File: src/sv/lfcf_pkg.sv
// ----------------------------------------------------------------------------
// lfcf_pkg
// Shared widths, register indexes, control types and the microcode program
// for the lowpass-feedback comb filter.
// ----------------------------------------------------------------------------
package lfcf_pkg;

  // Field and storage widths
  localparam int SAMPLE_W   = 24;
  localparam int GAIN_W     = 20;
  localparam int DAMP_W     = 16;
  localparam int LEN_W      = 13;
  localparam int INV_W      = 20;
  localparam int CUT_W      = 18;
  localparam int MAX_DELAY  = 4096;
  localparam int ADDR_W     = $clog2(MAX_DELAY);
  localparam int CFG_IDX_W  = 2;
  localparam int CFG_DATA_W = 20;

  // Shared multiplier: signed sample-wide operand times unsigned coefficient
  localparam int MUL_A_W = SAMPLE_W + 1;
  localparam int MUL_B_W = GAIN_W + 1;
  localparam int PROD_W  = MUL_A_W + MUL_B_W;
  localparam int ACC_W   = PROD_W + 1;
  localparam int SAT_W   = 32;

  // Fixed-point constants
  localparam int GAIN_FRAC  = 20;
  localparam int DAMP_FRAC  = 16;
  localparam int DAMP_RAW_W = CUT_W + INV_W - DAMP_FRAC;
  localparam logic [DAMP_W:0]   DAMP_ONE  = (DAMP_W + 1)'(1 << DAMP_FRAC);
  localparam logic [DAMP_W-1:0] DAMP_HALF = DAMP_W'(1 << (DAMP_FRAC - 1));

  // Register reset values
  localparam logic [LEN_W-1:0] LEN_RESET = LEN_W'(1);
  localparam logic [INV_W-1:0] INV_RESET = INV_W'(89478);

  // Configuration register indexes
  localparam logic [CFG_IDX_W-1:0] CFG_FEEDBACK_GAIN = CFG_IDX_W'(0);
  localparam logic [CFG_IDX_W-1:0] CFG_DAMPING       = CFG_IDX_W'(1);
  localparam logic [CFG_IDX_W-1:0] CFG_DELAY_LENGTH  = CFG_IDX_W'(2);
  localparam logic [CFG_IDX_W-1:0] CFG_INVERSE_RATE  = CFG_IDX_W'(3);

  // Microcode
  localparam int STEP_W = 3;

  typedef enum logic [2:0] {
    MUL_NONE,
    MUL_HIST_GAIN,
    MUL_CUT_INV,
    MUL_D_ONEM,
    MUL_HIST_DAMP
  } mul_sel_e;

  typedef enum logic [1:0] {
    JMP_NEXT,
    JMP_IF_NOMODE,
    JMP_END
  } jump_e;

  typedef struct packed {
    mul_sel_e          mul;
    logic              store;
    logic              damp_ld;
    logic              acc_ld;
    logic              fin;
    jump_e             jump;
    logic [STEP_W-1:0] target;
  } ucode_t;

  // Control from the sequencer to the datapath
  typedef struct packed {
    logic     accept;
    mul_sel_e mul;
    logic     store;
    logic     damp_ld;
    logic     acc_ld;
    logic     fin;
  } ctrl_t;

  // Status from the datapath to the sequencer
  typedef struct packed {
    logic mode;
    logic out_blocked;
  } stat_t;

  // Named program steps
  localparam logic [STEP_W-1:0] STEP_FEEDBACK = STEP_W'(0);
  localparam logic [STEP_W-1:0] STEP_STORE    = STEP_W'(1);
  localparam logic [STEP_W-1:0] STEP_DAMP     = STEP_W'(2);
  localparam logic [STEP_W-1:0] STEP_D_ONEM   = STEP_W'(3);
  localparam logic [STEP_W-1:0] STEP_H_DAMP   = STEP_W'(4);
  localparam logic [STEP_W-1:0] STEP_FINISH   = STEP_W'(5);

  // Program ROM: one control word per step
  function automatic ucode_t ucode_rom(input logic [STEP_W-1:0] step);
    ucode_t w;
    w = '{mul: MUL_NONE, store: 1'b0, damp_ld: 1'b0, acc_ld: 1'b0, fin: 1'b0,
          jump: JMP_NEXT, target: '0};
    case (step)
      STEP_FEEDBACK: begin
        w.mul = MUL_HIST_GAIN;
      end
      STEP_STORE: begin
        w.mul    = MUL_CUT_INV;
        w.store  = 1'b1;
        w.jump   = JMP_IF_NOMODE;
        w.target = STEP_D_ONEM;
      end
      STEP_DAMP: begin
        w.damp_ld = 1'b1;
      end
      STEP_D_ONEM: begin
        w.mul = MUL_D_ONEM;
      end
      STEP_H_DAMP: begin
        w.mul    = MUL_HIST_DAMP;
        w.acc_ld = 1'b1;
      end
      STEP_FINISH: begin
        w.fin  = 1'b1;
        w.jump = JMP_END;
      end
      default: begin
        w.jump = JMP_END;
      end
    endcase
    return w;
  endfunction

  // Limit a damp value to one half
  function automatic logic [DAMP_W-1:0] clamp_damp(input logic [DAMP_RAW_W-1:0] v);
    logic [DAMP_W-1:0] r;
    if (v > DAMP_RAW_W'(DAMP_HALF)) begin
      r = DAMP_HALF;
    end else begin
      r = v[DAMP_W-1:0];
    end
    return r;
  endfunction

  // Saturate a wide signed value to the sample width
  function automatic logic [SAMPLE_W-1:0] sat_sample(input logic signed [SAT_W-1:0] v);
    logic signed [SAT_W-1:0] hi;
    logic signed [SAT_W-1:0] lo;
    logic [SAMPLE_W-1:0]     r;
    hi = SAT_W'((64'sd1 <<< (SAMPLE_W - 1)) - 64'sd1);
    lo = -hi - SAT_W'(1);
    if (v > hi) begin
      r = {1'b0, {(SAMPLE_W-1){1'b1}}};
    end else if (v < lo) begin
      r = {1'b1, {(SAMPLE_W-1){1'b0}}};
    end else begin
      r = v[SAMPLE_W-1:0];
    end
    return r;
  endfunction

endpackage

File: src/sv/lfcf_seq.sv
// ----------------------------------------------------------------------------
// lfcf_seq
// Microcode sequencer: step counter, program ROM lookup and conditional jump.
// ----------------------------------------------------------------------------
module lfcf_seq (
  input  logic            clk_i,
  input  logic            rst_ni,
  input  logic            in_valid_i,
  input  lfcf_pkg::stat_t stat_i,
  output logic            in_stall_o,
  output lfcf_pkg::ctrl_t ctrl_o
);

  logic [lfcf_pkg::STEP_W-1:0] step_q, step_d;
  logic                        running_q, running_d;
  lfcf_pkg::ucode_t            word;
  logic                        exec;
  logic                        fin_go;
  logic                        accept;

  // Fetch the control word; hold the last step while the output is full and stalled
  always_comb begin
    word   = lfcf_pkg::ucode_rom(step_q);
    exec   = running_q & ~(word.fin & stat_i.out_blocked);
    fin_go = exec & word.fin;
    accept = in_valid_i & ~in_stall_o;
  end

  // Take a new item in the cycle the previous one finishes
  assign in_stall_o = running_q & ~fin_go;

  // Drive the datapath
  always_comb begin
    ctrl_o.accept  = accept;
    ctrl_o.mul     = exec ? word.mul : lfcf_pkg::MUL_NONE;
    ctrl_o.store   = exec & word.store;
    ctrl_o.damp_ld = exec & word.damp_ld;
    ctrl_o.acc_ld  = exec & word.acc_ld;
    ctrl_o.fin     = fin_go;
  end

  // Advance the step counter
  always_comb begin
    step_d    = step_q;
    running_d = running_q;
    if (exec) begin
      case (word.jump)
        lfcf_pkg::JMP_NEXT: begin
          step_d = step_q + lfcf_pkg::STEP_W'(1);
        end
        lfcf_pkg::JMP_IF_NOMODE: begin
          step_d = stat_i.mode ? step_q + lfcf_pkg::STEP_W'(1) : word.target;
        end
        lfcf_pkg::JMP_END: begin
          running_d = 1'b0;
        end
        default: begin
          running_d = 1'b0;
        end
      endcase
    end
    if (accept) begin
      step_d    = lfcf_pkg::STEP_FEEDBACK;
      running_d = 1'b1;
    end
  end

  always_ff @(posedge clk_i or negedge rst_ni) begin
    if (!rst_ni) begin
      step_q    <= lfcf_pkg::STEP_FEEDBACK;
      running_q <= 1'b0;
    end else begin
      step_q    <= step_d;
      running_q <= running_d;
    end
  end

endmodule

File: config.mk
export PLATFORM = sky130hd
export DESIGN_NAME = lfcf_seq
export DESIGN_NICKNAME = d
export VERILOG_FILES = /design/src/sv/lfcf_pkg.sv /design/src/sv/lfcf_seq.sv
export SDC_FILE = /design/constraint.sdc
export NUM_CORES = 1
export LEC_CHECK = 0
export BUFFER_PORTS_ARGS = -buffer_cell sky130_fd_sc_hd__buf_2
export CAP_MARGIN = 20
export CORE_MARGIN = 5
export CORE_UTILIZATION = 30
export CTS_BUF_LIST = sky130_fd_sc_hd__clkbuf_16
export DETAILED_ROUTE_END_ITERATION = 8
export GPL_TIMING_DRIVEN = 0
export SETUP_SLACK_MARGIN = 0.15
export SLEW_MARGIN = 20
export SYNTH_ARGS = -nofsm -noshare
export SYNTH_HDL_FRONTEND = slang
export SYNTH_SLANG_ARGS = --single-unit
File: constraint.sdc
create_clock -name clk_i -period 2.55 [get_ports clk_i]
set_input_delay 0.6375 -clock clk_i [delete_from_list [all_inputs] [get_ports clk_i]]
set_output_delay 0.6375 -clock clk_i [all_outputs]
set_load 0.005 [all_outputs]
==> impl_metrics.yaml <==
die:
  initial_utilization_pct: 32.72
  fp.dieW_um: 48.37
  pin_count: 14
  die_area_um2: 2340
  coreArea_um2: 1350
  die_h_um: 48.37
  row_count: 13
critical_path:
  slowest_stage: "dfrtp_2"
  cp.required_ns: 1.91
  worstPathArrival_ns: 1.65
  r2r-end: "step_q[1]"
  crit_end: "ctrl_o[6]"
  crit_type: "register to output pin"
  crit_chain: "inv_4, ha_4, buf_6, nand2_1, and4_1, and3_1, buf_2"
  r2r_start: "step_q[1]"
  end_kind: "output pin"
  worst-path-max-fanout: 10
  crit_cells: 7
  r2r_slack_ns: 0.83
  r2r_cells: 5
  startpoint_type: "register"
  path_buf_inv: 3
  slowest_delay_ns: 0.45
  crit_family: "simple AND/OR/NAND/NOR gates"
  critPathLaunch: "step_q[1]"
pwr:
  cellPowerDensity_nw_per_um2: 1311
  p_leak_nw: 0.3231
  ir_drop_v: 0.0004259
global_routing:
  grt_pass1_vias: 440
  grt_pass1_wl_mm: 1.966
  grt_usage_pct: 9.943
  grt-ovfl-total: 0
  grt_start_max_net_pins: 11
  antenna_found_initial: 0
clocking:
  clk_transition_reported_paths_ns: 0.03
  htreeDepth: 1
  root_buffer: "clkbuf_16"
  holdBufCountCts: 0
  cts_made_buffers: 3
  max-clock-path-buffers: 2
  cts_sinks: 4
  clock_latency_ns: 0.22
  cts_tree: "done"
sta:
  hold_ws_ns: 0.2130
  period_minus_slack_ns: 2.291
  fmax_ghz: 0.4364
  slew_headroom_pct: 67.35
  drv_slew: 0
  tns_ns: 0
  setup_viol: 0
  fin_skew_ns: 0.002751
  hold_violations: 0
  worst_pin_slew_ns: 0.4774
  fin_crit_sh_pct: 89.86
  grt_setup_unrepaired: "no"
drt:
  viasPerCell: 5.545
  dr.pass1.iters: 4
  ant_nets: 0
  num_vias: 488
  drt-total-wl_mm: 1.185
  wl_per_cell_um: 13.47
  drc: 0
  drtIter0Drc: 12
place:
  port_buffers: 13
  postPlaceCellArea_um2: 525.5
  gp_congestion: 0.7456
  hpwlAfterDp_um: 841.3
worst_hold_path:
  hold_path.class: "input pin to async pin"
synthesis:
  synth_edf_count: 0
  async_reset_ff_share_pct: 100.0
  ys_types: 32
  ys_warn_count: 0
  ys_ff_latch: 4
  synth_cells: 54
  synthMuxAreaShare_pct: 0
  synth_nets: 64
  syn_area_um2: 441.7
  synth_compound_gate_area_share_pct: 29.75
  synth_top_family_by_area: "compound AO/OA/AOI/OAI gates"
  synth-xor-area-share_pct: 0
  ys_seq_area_share_pct: 22.66
  ys.flop_type: "dfrtp_1"
  syn_avg_cell_area_um2: 8.179
  synthAdderAreaFrac_pct: 14.16
  yosys.area_share.simple_pct: 22.95
status:
  outcome: "finished, final reports clean"
finish:
  seqCellArea_um2: 101.3
  area_growth_syn_to_layout_pct: 47.03
  final.fill_count: 124
  diodes: 0
  final_layout_size_suffix_gt1_share_pct: 41.10
  fin_area_um2: 649.4
  nNetsFinal: 85
  multi_input_area_um2: 311.5
run:
  timing.max_cap.violations: 0
through the flow:
stage               util (%)  setup slack [ns]  power [mW]  std cells
floorplan                  -            0.4589      0.4137         54
global placement       38.92            0.1125      0.5378         82
detailed placement     38.92            0.1240      0.5388         82
CTS                    45.60            0.1664      0.8032         86
global route           48.10            0.1485      0.9310         88
finish                 48.10            0.2585      0.8514         88
synthesized netlist by cell type, types with 2 or more instances:
| cell type | instances | area, um2 |
|---|---|---|
| a21oi_1 | 3 | 15.01 |
| and3_1 | 3 | 18.77 |
| buf_4 | 2 | 15.01 |
| clkbuf_1 | 2 | 7.510 |
| dfrtp_1 | 4 | 100.1 |
| ha_1 | 5 | 62.56 |
| inv_1 | 5 | 18.77 |
| nand2_1 | 3 | 11.26 |
| nor3_1 | 2 | 10.01 |
| o21ai_0 | 3 | 15.01 |
worst min path at each step:
| stage | to | startpoint | depth (start not counted) | slack [ns] |
|---|---|---|---|---|
| 5_1_grt | step_q[1] | rst_ni | 1 | 0.22 |
| 2_1_floorplan | running_q | rst_ni | 0 | 0.34 |
| 3_5_place_dp | running_q | rst_ni | 1 | 0.44 |
| 3_3_place_gp | running_q | rst_ni | 1 | 0.44 |
| 4_1_cts | running_q | rst_ni | 1 | 0.21 |
| 6_report | step_q[1] | rst_ni | 1 | 0.21 |
layout make-up:
| type | count | share of cell area [%] |
|---|---|---|
| Buffer | 5 | 5.202 |
| Clock buffer | 3 | 11.56 |
| Inverter | 5 | 3.276 |
| Multi-Input combinational cell | 40 | 47.98 |
| Sequential cell | 4 | 15.61 |
| Tap cell | 15 | 2.890 |
| Timing Repair Buffer | 16 | 13.49 |
cells by family (layout without fill, tap and decap cells):
| group | count (synthesis) | count (layout) |
|---|---|---|
| AO/OA/AOI/OAI | 18 | 18 |
| adder cells (fa/ha/maj) | 5 | 5 |
| buffers and inverters | 10 | 29 |
| flip-flops | 4 | 4 |
| AND/OR/NAND/NOR | 17 | 17 |
power breakdown:
group / internal [mW] / switching, mW
combinational: 0.222 / 0.255
clock: 0.200 / 0.0380
sequential: 0.0954 / 0.0416
layer usage:
| layer | routed length [um] | vias to the layer above | global-route usage [%] |
|---|---|---|---|
| met3 | 83 | 2 | 3.670 |
| li1 | - | 242 | - |
| met5 | 0 | - | 0 |
| met2 | 584 | 19 | 16.96 |
| met1 | 503 | 225 | 11.97 |
| met4 | 13 | 0 | 1.382 |
state kept, by name, summed over array words and instances (netlist names):
name and cells:
step_q 3, running_q 1
repair_timing:
action / CTS / global route
gates cloned: 0 / 0
pin swaps: 1 / 0
gates resized for setup: 4 / 5
setup endpoints to repair: 4 / 3
buffers inserted: 1 / 2
placed cells by master, fill, tap and decap left out, drive strengths merged:
| cell type | netlist | routed |
|---|---|---|
| and4 | 1 | 1 |
| a2111oi | 1 | 1 |
| o22ai | 1 | 1 |
| nand3b | 1 | 1 |
| a41o | 1 | 1 |
| nand2 | 3 | 3 |
| dfrtp | 4 | 4 |
| a211o | 1 | 1 |
| inv | 5 | 5 |
| nor2 | 1 | 1 |
| o21bai | 1 | 1 |
| a21o | 1 | 1 |
| and3 | 4 | 4 |
| a221oi | 1 | 1 |
| a211oi | 1 | 1 |
| a2111o | 1 | 1 |
| nor3b | 1 | 1 |
| buf | 3 | 19 |
| nor3 | 2 | 2 |
| a21oi | 4 | 4 |
| o21ai | 3 | 3 |
| ha | 5 | 5 |
| and2 | 2 | 2 |
| o32ai | 1 | 1 |
| nor2b | 1 | 1 |
| nor4 | 1 | 1 |
| o211ai | 1 | 1 |
| clkbuf | 2 | 5 |
(Power assumes the default switching activity.)
